<file path="src/rtl/rotary_dial_pulse_decoder_macros.svh">
// Assertion helpers shared by the decoder RTL.
`ifndef ROTARY_DIAL_PULSE_DECODER_MACROS_SVH
`define ROTARY_DIAL_PULSE_DECODER_MACROS_SVH

// Same-cycle implication, checked outside reset.
`define RDPD_ASSERT_NOW(label, clk_s, rst_s, ante, cons) \
  label: assert property (@(posedge clk_s) disable iff (rst_s) (ante) |-> (cons)) \
    else $error("rdpd assertion failed");

// Next-cycle implication, checked outside reset.
`define RDPD_ASSERT_NEXT(label, clk_s, rst_s, ante, cons) \
  label: assert property (@(posedge clk_s) disable iff (rst_s) (ante) |=> (cons)) \
    else $error("rdpd assertion failed");

`endif

</file>
<file path="src/rtl/rdpd_pkg.sv">
`timescale 1ns / 1ps
package rdpd_pkg;

  localparam int TIMER_BITS     = 16;
  localparam int REG_BITS       = 16;
  localparam int CMP_BITS       = (TIMER_BITS > REG_BITS) ? TIMER_BITS : REG_BITS;
  localparam int CFG_INDEX_BITS = 3;
  localparam int COUNT_BITS     = 4;
  localparam int EVENT_BITS     = 2;

  localparam logic [COUNT_BITS-1:0] PULSE_LIMIT = COUNT_BITS'(10);

  typedef enum logic [CFG_INDEX_BITS-1:0] {
    REG_ACTIVE_HIGH = 3'd0,
    REG_DEBOUNCE    = 3'd1,
    REG_HANGUP      = 3'd2,
    REG_PULSE_MIN   = 3'd3,
    REG_PULSE_MAX   = 3'd4,
    REG_DIGIT_GAP   = 3'd5
  } reg_index_t;

  typedef enum logic [EVENT_BITS-1:0] {
    EV_NONE    = 2'd0,
    EV_PULSE   = 2'd1,
    EV_IGNORED = 2'd2
  } pulse_event_t;

  typedef logic [TIMER_BITS-1:0] age_t;
  typedef logic [REG_BITS-1:0]   ticks_t;

endpackage

</file>
<file path="src/rtl/rdpd_in_if.sv">
`timescale 1ns / 1ps
interface rdpd_in_if;
  logic valid;
  logic ready;
  logic hook_level;

  modport source (output valid, output hook_level, input ready);
  modport sink   (input valid, input hook_level, output ready);
endinterface

</file>
<file path="src/rtl/rdpd_out_if.sv">
`timescale 1ns / 1ps
interface rdpd_out_if;
  import rdpd_pkg::*;

  logic                  valid;
  logic                  ready;
  logic                  raw_off_hook;
  logic                  off_hook;
  logic [COUNT_BITS-1:0] pending_pulses;
  logic [EVENT_BITS-1:0] pulse_event;
  logic                  digit_done;
  logic [COUNT_BITS-1:0] digit;

  modport source (output valid, output raw_off_hook, output off_hook,
                  output pending_pulses, output pulse_event, output digit_done,
                  output digit, input ready);
  modport sink   (input valid, input raw_off_hook, input off_hook,
                  input pending_pulses, input pulse_event, input digit_done,
                  input digit, output ready);
endinterface

</file>
<file path="src/rtl/rotary_dial_pulse_decoder.sv">
`timescale 1ns / 1ps
// Rotary dial pulse decoder: one hook sample in, one status transaction out.
// Results are registered: an accepted sample's status is valid in the cycle after acceptance.
// Throughput: 1 sample per cycle while the output register is empty or taken; it frees on the same edge it is taken.
// Reset (rst, synchronous, active high): handset on hook, all counters zero,
// registers back to their defaults, output register empty.
module rotary_dial_pulse_decoder (
  input  logic                                 clk,
  input  logic                                 rst,
  input  logic                                 cfg_we,
  input  logic [rdpd_pkg::CFG_INDEX_BITS-1:0]  cfg_index,
  input  logic [rdpd_pkg::REG_BITS-1:0]        cfg_data,
  rdpd_in_if.sink                              dial_in,
  rdpd_out_if.source                           dial_out
);
  import rdpd_pkg::*;

  `include "rotary_dial_pulse_decoder_macros.svh"

  // configuration
  logic   active_high;
  ticks_t debounce_ticks, hangup_ticks, pulse_min_ticks, pulse_max_ticks, digit_gap_ticks;

  // decoder state
  logic                  last_raw, stable_level, reported_level, awaiting_return;
  logic [COUNT_BITS-1:0] pulse_counter;
  age_t                  raw_age, break_age, since_pulse;

  logic                  last_raw_next, stable_level_next, reported_level_next;
  logic                  awaiting_return_next;
  logic [COUNT_BITS-1:0] pulse_counter_next;
  age_t                  raw_age_next, break_age_next, since_pulse_next;

  logic                  raw;
  pulse_event_t          event_next;
  logic                  done_next;
  logic [COUNT_BITS-1:0] digit_next;

  logic out_valid;
  logic accept;

  assign dial_in.ready = !out_valid || dial_out.ready;
  assign accept        = dial_in.valid && dial_in.ready;
  assign dial_out.valid = out_valid;

  function automatic age_t age_inc(age_t a);
    return (a == '1) ? a : a + age_t'(1);
  endfunction

  function automatic logic age_ge(age_t a, ticks_t t);
    return CMP_BITS'(a) >= CMP_BITS'(t);
  endfunction

  function automatic logic age_le(age_t a, ticks_t t);
    return CMP_BITS'(a) <= CMP_BITS'(t);
  endfunction

  always_comb begin
    raw = active_high ? dial_in.hook_level : !dial_in.hook_level;

    last_raw_next        = raw;
    raw_age_next         = (raw != last_raw) ? '0 : age_inc(raw_age);
    break_age_next       = age_inc(break_age);
    since_pulse_next     = age_inc(since_pulse);
    stable_level_next    = stable_level;
    reported_level_next  = reported_level;
    awaiting_return_next = awaiting_return;
    pulse_counter_next   = pulse_counter;
    event_next           = EV_NONE;
    done_next            = 1'b0;
    digit_next           = '0;

    // debounced level change
    if (raw != stable_level && age_ge(raw_age_next, debounce_ticks)) begin
      stable_level_next = raw;
      if (!raw) begin
        if (reported_level) begin
          break_age_next       = '0;
          awaiting_return_next = 1'b1;
        end
      end else if (awaiting_return && reported_level) begin
        awaiting_return_next = 1'b0;
        if (age_ge(break_age_next, pulse_min_ticks) &&
            age_le(break_age_next, pulse_max_ticks)) begin
          if (pulse_counter < PULSE_LIMIT) begin
            pulse_counter_next = pulse_counter + COUNT_BITS'(1);
          end
          since_pulse_next = '0;
          event_next       = EV_PULSE;
        end else begin
          event_next = EV_IGNORED;
        end
      end else if (!reported_level) begin
        reported_level_next = 1'b1;
        pulse_counter_next  = '0;
      end
    end

    // long break: hang up
    if (awaiting_return_next && reported_level_next && !stable_level_next &&
        age_ge(break_age_next, hangup_ticks)) begin
      awaiting_return_next = 1'b0;
      pulse_counter_next   = '0;
      reported_level_next  = 1'b0;
    end

    // quiet line after the last pulse completes the digit
    if (pulse_counter_next != '0 && reported_level_next && stable_level_next &&
        !awaiting_return_next && age_ge(since_pulse_next, digit_gap_ticks)) begin
      digit_next         = (pulse_counter_next == PULSE_LIMIT) ? '0 : pulse_counter_next;
      done_next          = 1'b1;
      pulse_counter_next = '0;
    end
  end

  always_ff @(posedge clk) begin
    if (rst) begin
      active_high     <= 1'b0;
      debounce_ticks  <= REG_BITS'(10);
      hangup_ticks    <= REG_BITS'(500);
      pulse_min_ticks <= REG_BITS'(20);
      pulse_max_ticks <= REG_BITS'(120);
      digit_gap_ticks <= REG_BITS'(300);
    end else if (cfg_we) begin
      case (cfg_index)
        REG_ACTIVE_HIGH: active_high     <= cfg_data[0];
        REG_DEBOUNCE:    debounce_ticks  <= cfg_data;
        REG_HANGUP:      hangup_ticks    <= cfg_data;
        REG_PULSE_MIN:   pulse_min_ticks <= cfg_data;
        REG_PULSE_MAX:   pulse_max_ticks <= cfg_data;
        REG_DIGIT_GAP:   digit_gap_ticks <= cfg_data;
        default: ;
      endcase
    end
  end

  always_ff @(posedge clk) begin
    if (rst) begin
      last_raw        <= 1'b0;
      stable_level    <= 1'b0;
      reported_level  <= 1'b0;
      awaiting_return <= 1'b0;
      pulse_counter   <= '0;
      raw_age         <= '0;
      break_age       <= '0;
      since_pulse     <= '0;
      out_valid       <= 1'b0;
    end else begin
      if (accept) begin
        last_raw        <= last_raw_next;
        stable_level    <= stable_level_next;
        reported_level  <= reported_level_next;
        awaiting_return <= awaiting_return_next;
        pulse_counter   <= pulse_counter_next;
        raw_age         <= raw_age_next;
        break_age       <= break_age_next;
        since_pulse     <= since_pulse_next;
        out_valid       <= 1'b1;
      end else if (dial_out.ready) begin
        out_valid <= 1'b0;
      end
    end
  end

  // result register, loaded on each accepted sample
  always_ff @(posedge clk) begin
    if (accept) begin
      dial_out.raw_off_hook   <= raw;
      dial_out.off_hook       <= reported_level_next;
      dial_out.pending_pulses <= pulse_counter_next;
      dial_out.pulse_event    <= event_next;
      dial_out.digit_done     <= done_next;
      dial_out.digit          <= digit_next;
    end
  end

  `RDPD_ASSERT_NOW(a_count_bound, clk, rst, 1'b1, pulse_counter <= PULSE_LIMIT)
  `RDPD_ASSERT_NOW(a_on_hook_idle, clk, rst, !reported_level,
                   pulse_counter == '0 && !awaiting_return)
  `RDPD_ASSERT_NOW(a_digit_clears, clk, rst, out_valid && dial_out.digit_done,
                   dial_out.pending_pulses == '0 && dial_out.off_hook)
  `RDPD_ASSERT_NEXT(a_accept_fills, clk, rst, accept, out_valid)

endmodule

</file>
<file path="src/flat_wrapper.sv">
// flat-port wrapper written by rule: the top's interface ports become plain ports
module rotary_dial_pulse_decoder_flat import rdpd_pkg::*;
  (clk, rst, cfg_we, cfg_index, cfg_data, dial_in_valid, dial_in_hook_level, dial_in_ready, dial_out_valid, dial_out_raw_off_hook, dial_out_off_hook, dial_out_pending_pulses, dial_out_pulse_event, dial_out_digit_done, dial_out_digit, dial_out_ready);
  rdpd_in_if dial_in_i ();
  rdpd_out_if dial_out_i ();
  input  logic clk;
  input  logic rst;
  input  logic cfg_we;
  input  logic [rdpd_pkg::CFG_INDEX_BITS-1:0] cfg_index;
  input  logic [rdpd_pkg::REG_BITS-1:0] cfg_data;
  input wire logic [$bits(dial_in_i.valid)-1:0] dial_in_valid;
  input wire logic [$bits(dial_in_i.hook_level)-1:0] dial_in_hook_level;
  output wire logic [$bits(dial_in_i.ready)-1:0] dial_in_ready;
  output wire logic [$bits(dial_out_i.valid)-1:0] dial_out_valid;
  output wire logic [$bits(dial_out_i.raw_off_hook)-1:0] dial_out_raw_off_hook;
  output wire logic [$bits(dial_out_i.off_hook)-1:0] dial_out_off_hook;
  output wire logic [$bits(dial_out_i.pending_pulses)-1:0] dial_out_pending_pulses;
  output wire logic [$bits(dial_out_i.pulse_event)-1:0] dial_out_pulse_event;
  output wire logic [$bits(dial_out_i.digit_done)-1:0] dial_out_digit_done;
  output wire logic [$bits(dial_out_i.digit)-1:0] dial_out_digit;
  input wire logic [$bits(dial_out_i.ready)-1:0] dial_out_ready;
  assign dial_in_i.valid = dial_in_valid;
  assign dial_in_i.hook_level = dial_in_hook_level;
  assign dial_in_ready = dial_in_i.ready;
  assign dial_out_valid = dial_out_i.valid;
  assign dial_out_raw_off_hook = dial_out_i.raw_off_hook;
  assign dial_out_off_hook = dial_out_i.off_hook;
  assign dial_out_pending_pulses = dial_out_i.pending_pulses;
  assign dial_out_pulse_event = dial_out_i.pulse_event;
  assign dial_out_digit_done = dial_out_i.digit_done;
  assign dial_out_digit = dial_out_i.digit;
  assign dial_out_i.ready = dial_out_ready;
  rotary_dial_pulse_decoder u_core (.clk(clk), .rst(rst), .cfg_we(cfg_we), .cfg_index(cfg_index), .cfg_data(cfg_data), .dial_in(dial_in_i), .dial_out(dial_out_i));
endmodule
</file>
<file path="config.mk">
export PLATFORM = sky130hd
export DESIGN_NAME = rotary_dial_pulse_decoder_flat
export DESIGN_NICKNAME = d
export VERILOG_FILES = /design/src/rtl/rdpd_pkg.sv /design/src/rtl/rdpd_in_if.sv /design/src/rtl/rdpd_out_if.sv /design/src/rtl/rotary_dial_pulse_decoder.sv /design/src/flat_wrapper.sv
export VERILOG_INCLUDE_DIRS = /design/src /design/src/rtl
export SDC_FILE = /design/constraint.sdc
export NUM_CORES = 1
export LEC_CHECK = 0
export BUFFER_PORTS_ARGS = -buffer_cell sky130_fd_sc_hd__clkbuf_2
export CORE_MARGIN = 1
export CORE_UTILIZATION = 60
export DETAILED_ROUTE_END_ITERATION = 10
export GPL_TIMING_DRIVEN = 0
export PLACE_DENSITY = 0.84
export SYNTH_ARGS = -nofsm -noshare
export SYNTH_HDL_FRONTEND = slang
export SYNTH_SLANG_ARGS = --single-unit
</file>
<file path="constraint.sdc">
create_clock -name clk -period 7.49 [get_ports clk]
set_input_delay 1.1235 -clock clk [delete_from_list [all_inputs] [get_ports clk]]
set_output_delay 1.1235 -clock clk [all_outputs]
set_load 0.02 [all_outputs]
</file>
* Yosys cells after proc, flatten, opt, wreduce, memory -nomap -nowiden
Cells that the tools add are included.
Cells by class: $add $sub $neg 4, order comparisons 6, equal/unequal tests 11, mux-type cells 34, bitwise logic cells 1, reductions and logical operators 27
Operator list (count):
- $mux 16 | 11
- $ge 16x16->1 | 4
- $add 16x1->16 const B | 3
- $eq 16x16->1 const B | 3
- $mux 4 | 8
- $le 16x16->1 | 1
- $mux 1 | 14
- $reduce_and 2->1 | 6
- $logic_and 1x1->1 | 11
- $eq 3x2->1 const B | 2
- $eq 3x3->1 const B | 2
- $add 4x1->4 const B | 1
- $eq 4x4->1 const B | 1
- $logic_not 1->1 | 4
- $lt 4x4->1 const B | 1
- $reduce_bool 4->1 | 1
- $eq 3x1->1 const B | 1
- $logic_not 3->1 | 1
- $reduce_and 3->1 | 1
- $mux 2 | 1
- $ne 1x1->1 | 2
- $reduce_bool 2->1 | 1
- $reduce_or 2->1 | 1
- $logic_or 1x1->1 | 1
- $not 1->1 | 1
Storage, ports and cells: register bits 151, logic and storage cells 104

* Logic depth before layout (Yosys ltp)
Gate-level depths: netlist of run 1.
depth in word-level cells 18, gate-level depth with buffers 29, gate-level depth less buffers 25

* Worst setup path after synthesis of run 1
Ideal clock, no wire load.
path kind input-to-reg, start point input dial_in_hook_level, end point register u_core.dial_out.digit[3], data pin, setup time 0.256 ns, data arrival time 5.740 ns, data required time 7.234 ns, slack 1.494 ns, stages on the path 23, path buffers 4, path through xor2_1 xnor2_1 clkbuf_1 nor3_1 ha_1 and3_2 o21ai_0 o311ai_4 or2_1 buf_6 and4_1 buf_4 buf_4 or2_2 ha_1 nand2b_1 a21o_1 a211o_1 a21oi_1 a21oi_1 nand3_1 o21ai_1 o211a_1
On the way: cells in the longest elaborated chain, start to end 18, elaborated cells on any way between the ends 36
Ends and longest elaborated chain:
- from (decl) | line flat_wrapper.sv:12 | input wire logic [$bits(dial_in_i.hook_level)-1:0] dial_in_hook_level;
- $logic_not 1->1 | line rotary_dial_pulse_decoder.sv:59 | raw = active_high ? dial_in.hook_level : !dial_in.hook_level;
- $mux 1 * | line rotary_dial_pulse_decoder.sv:59
- $ne 1x1->1 * | line rotary_dial_pulse_decoder.sv:62 | raw_age_next = (raw != last_raw) ? '0 : age_inc(raw_age);
- $mux 16 * | line rotary_dial_pulse_decoder.sv:62
- named net u_core.raw_age_next[14] | line rotary_dial_pulse_decoder.sv:32 | age_t raw_age_next, break_age_next, since_pulse_next;
- $ge 16x16->1 * | line rotary_dial_pulse_decoder.sv:51 | return CMP_BITS'(a) >= CMP_BITS'(t);
- $logic_and 1x1->1 * | line rotary_dial_pulse_decoder.sv:74 | if (raw != stable_level && age_ge(raw_age_next, debounce_ticks)) begin
- parallel branches: the longest is 12 deep, another holds $ge 16x16->1
- to (signal assigned) | line rotary_dial_pulse_decoder.sv:173 | dial_out.digit <= digit_next;
- to (decl) | line rdpd_out_if.sv:16 | output digit, input ready);
Mark *: on every way through the listed nets, which the timed path passes. A chain may end at the register's enable or synchronous reset.

* Worst setup path in the final report of run 1
start point register u_core.break_age[0], end point register u_core.pulse_counter[0]
On the way: elaborated cells on any way between the ends 30
RTL lines:
- from (decl) | line rotary_dial_pulse_decoder.sv:27 | age_t raw_age, break_age, since_pulse;
- from (signal assigned) | line rotary_dial_pulse_decoder.sv:156 | break_age <= break_age_next;
- $add 16x1->16 / $eq 16x16->1 (equally long branches) | line rotary_dial_pulse_decoder.sv:47 | return (a == '1) ? a : a + age_t'(1);
- $mux 16 * | line rotary_dial_pulse_decoder.sv:47
- $ge 16x16->1 / $le 16x16->1 (equally long branches) | line rotary_dial_pulse_decoder.sv:51, rotary_dial_pulse_decoder.sv:55
- $logic_and 1x1->1 * | line rotary_dial_pulse_decoder.sv:83 | if (age_ge(break_age_next, pulse_min_ticks) &&
- $mux 16 * | line rotary_dial_pulse_decoder.sv:83
- $mux 16 * | line rotary_dial_pulse_decoder.sv:81 | end else if (awaiting_return && reported_level) begin
- $mux 16 * | line rotary_dial_pulse_decoder.sv:76 | if (!raw) begin
- $mux 16 * | line rotary_dial_pulse_decoder.sv:74
- named net u_core.since_pulse_next[10] | line rotary_dial_pulse_decoder.sv:32
- $ge 16x16->1 * | line rotary_dial_pulse_decoder.sv:51
- $logic_and 1x1->1 * | line rotary_dial_pulse_decoder.sv:109 | !awaiting_return_next && age_ge(since_pulse_next, digit_gap_ticks)) begin
- $mux 4 * | line rotary_dial_pulse_decoder.sv:108 | if (pulse_counter_next != '0 && reported_level_next && stable_level_next &&
- to (signal assigned) | line rotary_dial_pulse_decoder.sv:154 | pulse_counter <= pulse_counter_next;
- to (decl) | line rotary_dial_pulse_decoder.sv:26 | logic [COUNT_BITS-1:0] pulse_counter;
The timed path passes the listed nets; every way through them passes the cells marked *.

==> results of run 1 <==
## layout by cell type (no fill, tap or decap), drive strengths merged, types with 4 or more instances in the layout
master | synthesis | final
nand2 | 251 | 251
a21oi | 142 | 142
dfxtp | 138 | 138
clkbuf | 46 | 106
inv | 91 | 95
ha | 84 | 84
nor2 | 71 | 71
o21ai | 31 | 31
nand4 | 23 | 23
nand3 | 22 | 22
nor3 | 22 | 22
nor2b | 20 | 20
xor2 | 19 | 19
o211ai | 18 | 18
and3 | 18 | 18
a21o | 16 | 16
xnor2 | 14 | 14
edfxtp | 13 | 13
nand2b | 10 | 10
and2 | 10 | 10
buf | 10 | 10
nor4 | 9 | 9
o21a | 8 | 8
and4 | 8 | 8
a211oi | 5 | 5
or3 | 5 | 5
a31oi | 5 | 5
or2 | 5 | 5
mux2i | 4 | 4
a22oi | 4 | 4
o41ai | 4 | 4
clkinv | 0 | 4
## cell type report
cell class,instances,share of cell area (%)
buffer,56,2.34
clock inverter,11,1.31
sequential,151,31.4
inverter,91,3.40
multi-input combinational,864,52.4
timing repair buffer,39,1.94
tap,184,2.29
clock buffer,21,4.91
## cell families after synthesis
logic type / share of synthesized area [%]
buffers and inverters: 6.42
adders and majority gates: 11.7
xor gates and xnor gates: 3.22
DFF: 35.1
muxes: 0.696
and+or+nand+nor: 24.6
AOI/OAI and AO/OA: 18.3
## flip-flops by register name, summed over array words and instances (netlist names), 2 cells and up
register	count
u_core.pulse_min_ticks	16
u_core.pulse_max_ticks	16
u_core.since_pulse	16
u_core.break_age	16
u_core.dial_out.pending_pulses	4
u_core.debounce_ticks	16
u_core.hangup_ticks	16
u_core.digit_gap_ticks	16
u_core.dial_out.digit	4
u_core.dial_out.pulse_event	2
u_core.raw_age	16
u_core.pulse_counter	4
## worst max-delay path: cells and delay by family (launching register included)
kind,cells,cell delay [ps]
AOI/OAI and AO/OA,10,3160
and+or+nand+nor,5,1350
adders and majority gates,3,870
buffers and inverters,3,650
xor gates and xnor gates,1,500
DFF,1,420
## power by group through the flow
stage / clock (mW) / sequential [mW] / combinational, mW
2_1_floorplan: 0 / 0.861 / 0.0881
3_3_place_gp: 0 / 0.858 / 0.146
3_5_place_dp: 0 / 0.859 / 0.149
4_1_cts: 0.905 / 0.841 / 0.151
5_1_grt: 0.945 / 0.842 / 0.166
6_report: 0.908 / 0.841 / 0.154
## routing by layer
| metal | vias to the layer above | wire length [µm] |
|---|---|---|
| li1 | 4096 | - |
| met1 | 4005 | 10600 |
| met2 | 360 | 11400 |
| met3 | 67 | 2160 |
| met4 | 0 | 886 |
| met5 | - | 0 |
## timing repair
action / in CTS / in global routing
gates resized for setup: 0 / 1
endpoints found under the setup margin: 0 / 11
hold buffers: 0 / 0
## worst min path at each step
stage                          startpoint                          to  slack (ps)  cells after the start
2_1_floorplan   u_core.debounce_ticks[10]   u_core.debounce_ticks[10]         440                      2
3_3_place_gp   u_core.pulse_max_ticks[12]  u_core.pulse_max_ticks[12]         440                      2
3_5_place_dp    u_core.pulse_min_ticks[5]   u_core.pulse_min_ticks[5]         450                      2
4_1_cts         u_core.pulse_min_ticks[5]   u_core.pulse_min_ticks[5]         460                      2
5_1_grt         u_core.pulse_min_ticks[5]   u_core.pulse_min_ticks[5]         470                      2
6_report        u_core.pulse_min_ticks[5]   u_core.pulse_min_ticks[5]         450                      2
## stage by stage
step | worst slack (ps) | util (%) | cell area, µm²
floorplan | 1490 | - | 8990
global placement | 294 | 64.5 | 9410
detailed placement | 275 | 64.5 | 9410
CTS | 266 | 68.8 | 10000
global route | 51.6 | 68.8 | 10000
finish | 430 | 68.8 | 10000
==> flow_summary.yaml, run 1 <==
status:
  status: "finished clean"
worst_setup_path:
  cp-start-kind: "flip-flop"
  r2r_setup_slack_ps: 430
  slowest_delay_ps: 670
  timing.rr.end: "u_core.pulse_counter[0]"
  path_common_cell: "ha_1"
  critical_path.endpoint: "u_core.pulse_counter[0]"
  crit_fanout: 10
  required_ps: 7820
  startpoint: "u_core.break_age[0]"
  cp_cell_sequence: "ha_1 > nand3_1 > or4_1 > or2_1 > clkbuf_1 > xnor2_1 > ha_1 > nand2b_1 > a2111oi_0 > o311ai_0 > a31oi_1 > nor3_1 > buf_4 > buf_4 > a211oi_1 > ha_1 > a21o_1 > a21oi_1 > o21ai_0 > a21oi_2 > o21ai_4 > o41ai_2"
  critical_path.endpoint_type: "flip-flop"
  critPathSlowestCell: "a31oi_1"
  worst-setup-path-type: "flip-flop to flip-flop"
  r2r_cells: 22
  rr_startpoint: "u_core.break_age[0]"
  critPathArrivalTime_ps: 7390
sta:
  timing.fmax_mhz: 142
  finClkSkew_ps: 11.7
  tightest_slew_ps: 1330
  finalSetupTns_ps: 0
  rsz0062_at_grt: "no"
  slew_viol_final: 0
  period_share_pct: 94.3
  min_period_ps: 7060
  setup_viol: 0
  hold_ws_ps: 455
  maxSlewHeadroom_pct: 11.6
  hold_violations: 0
yosys:
  synth_edf_count: 13
  synth_largest_area_cell: "dfxtp_1"
  ys_warn_count: 0
  synth_top_area_share_pct: 30.7
  yosysMostFrequentCell: "nand2_1"
  syn_nets: 1271
  synthesis.area_mm2: 0.00899
  yosys-top-cells-count: "nand2_1, a21oi_1, dfxtp_1, inv_1, ha_1"
  ys_types: 70
  synth_seq_area_share_pct: 35.1
  synthFlopType: "dfxtp_1"
  avgSynthCellArea_um2: 7.73
  netlist_instances: 1162
  ys_top_cells_by_area: "dfxtp_1, ha_1, nand2_1, a21oi_1, edfxtp_1"
  ys_ff_latch: 151
  postSynth.asyncResetShare_pct: 0
placement:
  gp_congestion: 0.957
  port_buffers: 39
  dp_hpwl_um: 18100
  placedCellCount: 1385
clocking:
  cts_root_buffer: "clkbuf_16"
  cts_buffers: 17
  clockBufferDepth: 2
  clkSinkCount: 151
  cts_htree_levels: 4
  cts_tree: "done"
  clkTransAtPathRegs_ps: 60
  post_cts_buffers: 0
  clk_latency_ps: 440
pwr:
  leakage_nw: 4.10
  switching_power_mw: 0.482
  clkPwrFrac_pct: 47.7
  switching_share_pct: 25.3
  intPower_mw: 1.42
  peakVddDrop_mv: 0.179
  comb_power_share_pct: 8.1
  seqPwrFrac_pct: 44.2
  total_power_mw: 1.90
  power_density_mw_per_mm2: 190
detailed_routing:
  wl_per_cell_um: 17.6
  dr.pass1.iters: 7
  routed_wl_um: 25000
  post_drt_via_cell_ratio: 6.02
  drc: 0
  via_count: 8528
  drtIter0Drc: 814
  drtAntennaViolNets: 0
final_layout:
  multi_input_area_mm2: 0.00526
  nNetsFinal: 1329
  layout-drive-gt1-share_pct: 8.03
  n_fill_cell: 1185
  finalNonFillerCells: 1417
  regArea_mm2: 0.00315
  area_growth_pct: 11.7
  n_antenna_cell: 0
global_routing:
  overflow: 0
  use_met2_pct: 51.9
  grt_usage_pct: 32.8
  grt_first_pass_wirelength_um: 40100
  met1_usage_pct: 43.2
  busiest_layer: "met2"
  grt_max_degree: 23
  antenna_found_initial: 0
  met3_usage_pct: 6.70
  first_global_vias: 7915
die:
  start_util_pct: 61.6
  fp-row-count: 44
  io_pins: 40
  die_w_um: 124
  die_area_mm2: 0.0155
  core_mm2: 0.0146
  die-height_um: 124
job:
  maxCapViolCount: 0
hold_path:
  hp-class: "flip-flop to flip-flop"
No activity file was read; power rests on OpenSTA's default activity.
==> run 2: changes to the inputs <==
--- a/config.mk
+++ b/config.mk
@@ -8,10 +8,10 @@
 export LEC_CHECK = 0
 export BUFFER_PORTS_ARGS = -buffer_cell sky130_fd_sc_hd__clkbuf_2
 export CORE_MARGIN = 1
-export CORE_UTILIZATION = 60
+export CORE_UTILIZATION = 62
 export DETAILED_ROUTE_END_ITERATION = 10
 export GPL_TIMING_DRIVEN = 0
-export PLACE_DENSITY = 0.84
+export PLACE_DENSITY = 0.86
 export SYNTH_ARGS = -nofsm -noshare
 export SYNTH_HDL_FRONTEND = slang
 export SYNTH_SLANG_ARGS = --single-unit
==> flow_summary.yaml, run 2 (synthesis results as in run 1) <==
clocking:
  cts_buffers: 17
  clockBufferDepth: 2
  clk_latency_ps: 440
  cts_tree: "done"
  cts_root_buffer: "clkbuf_16"
  cts_htree_levels: 4
  cts_hold_buf: 0
  clkTransAtPathRegs_ps: 60
  clkSinkCount: 151
worst_setup_path:
  critPathSlowestCell: "a31oi_1"
  cp_cell_sequence: "ha_1 > nand3_1 > or4_1 > or2_1 > clkbuf_1 > xnor2_1 > ha_1 > nand2b_1 > a2111oi_0 > o311ai_0 > a31oi_1 > nor3_1 > buf_4 > buf_4 > a211oi_1 > ha_1 > a21o_1 > a21oi_1 > o21ai_0 > a21oi_2 > o21ai_4 > o41ai_2"
  critPathArrivalTime_ps: 7470
  cp-start-kind: "flip-flop"
  path_common_cell: "ha_1"
  slowest_delay_ps: 670
  r2r_cells: 22
  critical_path.endpoint_type: "flip-flop"
  worst-setup-path-type: "flip-flop to flip-flop"
  crit_fanout: 10
  required_ps: 7820
detailed_routing:
  routed_wl_um: 24600
  wl_met1_um: 10200
  drtAntennaViolNets: 0
  met2_length_um: 11200
  wl_per_cell_um: 17.4
  drc: 0
  post_drt_via_cell_ratio: 6.01
  via_count: 8487
  drtIter0Drc: 848
  dr.pass1.iters: 5
  top_layer: "met4"
  wl_met3_um: 2280
die:
  die_area_mm2: 0.0150
  start_util_pct: 64.2
  fp-row-count: 43
  die_w_um: 122
  core_mm2: 0.0140
  io_pins: 40
  die-height_um: 122
sta:
  period_share_pct: 95.3
  setup_viol: 0
  min_period_ps: 7140
  rsz0062_at_grt: "no"
  slew_viol_final: 0
  finClkSkew_ps: 7.37
  setup_ws_ps: 350
  tightest_slew_ps: 1310
  timing.fmax_mhz: 140
  hold_violations: 0
  finalSetupTns_ps: 0
  maxSlewHeadroom_pct: 13.0
  hold_ws_ps: 454
status:
  status: "finished clean"
final_layout:
  final_cell_mix: "nand2_1, a21oi_1, dfxtp_1"
  nNetsFinal: 1329
  n_antenna_cell: 0
  final_util_pct: 72.0
  final_common_cell: "nand2_1"
  area_growth_pct: 12.1
  finalNonFillerCells: 1413
  layout-drive-gt1-share_pct: 7.95
  final_area_mm2: 0.0101
placement:
  port_buffers: 39
  dp_slack_ps: 318
  gp_congestion: 0.913
  placedCellCount: 1381
  dp_hpwl_um: 17600
  placed_area_mm2: 0.00941
hold_path:
  hp-class: "flip-flop to flip-flop"
  whs_path_depth: 2
pwr:
  leakage_nw: 4.12
  peakVddDrop_mv: 0.168
  total_power_mw: 1.95
  power_density_mw_per_mm2: 194
global_routing:
  grt_usage_pct: 34.3
  grt_first_pass_wirelength_um: 38900
  grt_max_degree: 23
  antenna_found_initial: 0
  first_global_vias: 7893
  overflow: 0
job:
  maxCapViolCount: 0
-- run 2: changes by cell type in the layout (fill, tap and decap cells not counted), sizes merged --
cell / change
inv: -3
bufinv: +2
clkbuf: +1
clkinv: +1
clkinvlp: -1
-- run 2: path summary, 6_finish.rpt --
path                                    from  slack (ps)                    endpoint
setup / recovery         u_core.break_age[0]         350     u_core.pulse_counter[1]
hold / removal    u_core.digit_gap_ticks[12]         450  u_core.digit_gap_ticks[12]
hold reg to reg   u_core.digit_gap_ticks[12]         450  u_core.digit_gap_ticks[12]
setup reg to reg         u_core.break_age[0]         350     u_core.pulse_counter[1]
-- run 2: worst max-delay path: cells and delay by family (launching register included) --
kind,cells,cell delay (ps)
and+or+nand+nor,5,1380
buffers and inverters,3,650
AOI/OAI and AO/OA,10,3220
xor gates and xnor gates,1,500
DFF,1,410
adders and majority gates,3,850
-- run 2: cell type report --
cell class                 instances  area (µm²)
clock buffer                      22         497
fill                            1072        3920
clock inverter                    10         163
multi-input combinational        864        5260
inverter                          91         342
timing repair buffer              39         195
sequential                       151        3150
tap                              180         225
buffer                            56         235
-- run 2: what timing repair did --
item / CTS / global route
setup buffers: 0 / 0
endpoints found under the hold margin: 0 / 0
resized for setup: 0 / 1
setup endpoints to repair: 0 / 11
-- run 2: routing by layer --
layer / up-vias / global-route usage [%]
met5: - / 0
met4: 0 / 16.2
met3: 74 / 6.92
met2: 398 / 54.1
met1: 3911 / 44.8
li1: 4104 / -
-- run 2: where the power goes --
| part | switching (mW) | total, mW | internal [mW] |
|---|---|---|---|
| combinational | 0.108 | 0.154 | 0.0454 |
| sequential | 0.00983 | 0.842 | 0.832 |
| clock | 0.350 | 0.956 | 0.607 |
| total | 0.468 | 1.95 | 1.48 |
==> run 3: changes to the inputs <==
--- a/config.mk
+++ b/config.mk
@@ -6,12 +6,12 @@
 export SDC_FILE = /design/constraint.sdc
 export NUM_CORES = 1
 export LEC_CHECK = 0
-export BUFFER_PORTS_ARGS = -buffer_cell sky130_fd_sc_hd__clkbuf_2
+export BUFFER_PORTS_ARGS = -buffer_cell sky130_fd_sc_hd__buf_4
 export CORE_MARGIN = 1
-export CORE_UTILIZATION = 62
+export CORE_UTILIZATION = 55
 export DETAILED_ROUTE_END_ITERATION = 10
 export GPL_TIMING_DRIVEN = 0
-export PLACE_DENSITY = 0.86
+export PLACE_DENSITY = 0.78
 export SYNTH_ARGS = -nofsm -noshare
 export SYNTH_HDL_FRONTEND = slang
 export SYNTH_SLANG_ARGS = --single-unit
==> flow_summary.yaml, run 3 (synthesis results as in run 1) <==
final_layout:
  nNetsFinal: 1329
  area_growth_pct: 13.0
  n_antenna_cell: 0
  n_fill_cell: 1409
  final_cell_mix: "nand2_1, a21oi_1, dfxtp_1"
  layout-drive-gt1-share_pct: 8.03
  final_util_pct: 63.7
  final_common_cell: "nand2_1"
sta:
  timing.fmax_mhz: 139
  hold_violations: 0
  tightest_slew_ps: 1300
  setup_viol: 0
  setup_ws_ps: 312
  rsz0062_at_grt: "no"
  finalSetupTns_ps: 0
  maxSlewHeadroom_pct: 13.2
  min_period_ps: 7180
  slew_viol_final: 0
  period_share_pct: 95.8
  finClkSkew_ps: 10.6
detailed_routing:
  dr.pass1.iters: 5
  drtIter0Drc: 615
  via_count: 8335
  wl_per_cell_um: 17.0
  drc: 0
  routed_wl_um: 24700
  drtAntennaViolNets: 0
  post_drt_via_cell_ratio: 5.75
placement:
  dp_hpwl_um: 18200
  port_buffers: 39
  dp_slack_ps: 151
  gp_congestion: 0.932
die:
  die_w_um: 130
  io_pins: 40
  start_util_pct: 56.4
  core_mm2: 0.0159
  die_area_mm2: 0.0169
  die-height_um: 130
  fp-row-count: 46
worst_setup_path:
  worst-setup-path-type: "flip-flop to flip-flop"
  critical_path.endpoint_type: "flip-flop"
  required_ps: 7820
  r2r_setup_slack_ps: 310
  critPathArrivalTime_ps: 7510
  r2r_cells: 22
  cp-start-kind: "flip-flop"
  crit_fanout: 10
  timing.rr.end: "u_core.pulse_counter[1]"
  rr_startpoint: "u_core.break_age[0]"
clocking:
  clkSinkCount: 151
  cts_resized: 0
  clkTransAtPathRegs_ps: 70
  clockBufferDepth: 2
  cts_hold_buf: 0
  cts_buffers: 17
  clk_latency_ps: 430
  cts_htree_levels: 4
  cts_root_buffer: "clkbuf_16"
  cts_tree: "done"
  post_cts_buffers: 0
hold_path:
  hp-start: "u_core.pulse_min_ticks[14]"
  hp-class: "flip-flop to flip-flop"
  min_to: "u_core.pulse_min_ticks[14]"
  whs_path_depth: 2
global_routing:
  first_global_vias: 7607
  grt_usage_pct: 30.6
  grt_max_degree: 23
  antenna_found_initial: 0
  grt_first_pass_wirelength_um: 39000
  overflow: 0
pwr:
  leakage_nw: 4.12
  power_density_mw_per_mm2: 186
  peakVddDrop_mv: 0.177
status:
  status: "finished clean"
job:
  maxCapViolCount: 0
run 3: cell types whose count changed in the layout (fill, tap and decap cells not counted):
cell,change
buf_4,+39
bufinv_16,-2
clkbuf_1,-1
clkbuf_16,-1
clkbuf_2,-39
clkinv_4,-2
clkinvlp_4,+2
inv_6,+3
inv_8,+1
run 3: worst max-delay path by stage:
stage	slack [ps]	startpoint	cells past startpoint	endpoint
after floorplan	1490	dial_in_hook_level	23	u_core.dial_out.digit[3]
after global placement	210	dial_in_hook_level	22	u_core.dial_out.digit[1]
after detailed placement	150	dial_in_hook_level	22	u_core.dial_out.digit[1]
after CTS	140	u_core.break_age[0]	22	u_core.pulse_counter[1]
after global routing	7	u_core.break_age[0]	22	u_core.dial_out.digit[1]
final	310	u_core.break_age[0]	22	u_core.pulse_counter[1]
run 3: final cells by class:
type                       instances  area (µm²)  share of cell area, %
buffer                            56         235                   2.32
clock buffer                      20         468                   4.61
clock inverter                    12         138                   1.35
inverter                          91         342                   3.36
multi-input combinational        864        5260                   51.8
sequential                       151        3150                   31.0
tap                              216         270                   2.66
timing repair buffer              39         293                   2.88
run 3: per-layer routing:
layer  vias to the layer above  share of wire (%)  track usage (%)
met2                       278                 45             49.2
met3                        67                6.9             5.78
met1                      3880                 44             39.4
met4                         0                4.1             15.3
met5                         -                  0                0
li1                       4110                  -                -
run 3: where the power goes:
part | switching [mW] | total (mW) | internal [mW]
sequential | 0.00943 | 0.841 | 0.831
clock | 0.362 | 0.887 | 0.524
combinational | 0.109 | 0.160 | 0.0515
run 3: through the flow:
step | cell area (µm²) | instances | power, mW | hold slack [ps]
floorplan | 8990 | 1162 | 0.949 | 436
global placement | 9550 | 1417 | 1.01 | 443
detailed placement | 9550 | 1417 | 1.02 | 448
CTS | 10200 | 1449 | 1.89 | 457
global route | 10200 | 1449 | 1.95 | 470
finish | 10200 | 1449 | 1.89 | 454
run 3: worst max-delay path, cell delays in order (launching register included):
cell and delay [ps]:
dfxtp_1 420, ha_1 200, nand3_1 170, or4_1 630, or2_1 260, clkbuf_1 230, xnor2_1 580, ha_1 360
nand2b_1 140, a2111oi_0 450, o311ai_0 250, a31oi_1 650, nor3_1 190, buf_4 240, buf_4 200, a211oi_1 360
ha_1 330, a21o_1 170, a21oi_1 150, o21ai_0 120, a21oi_2 450, o21ai_4 180, o41ai_2 340
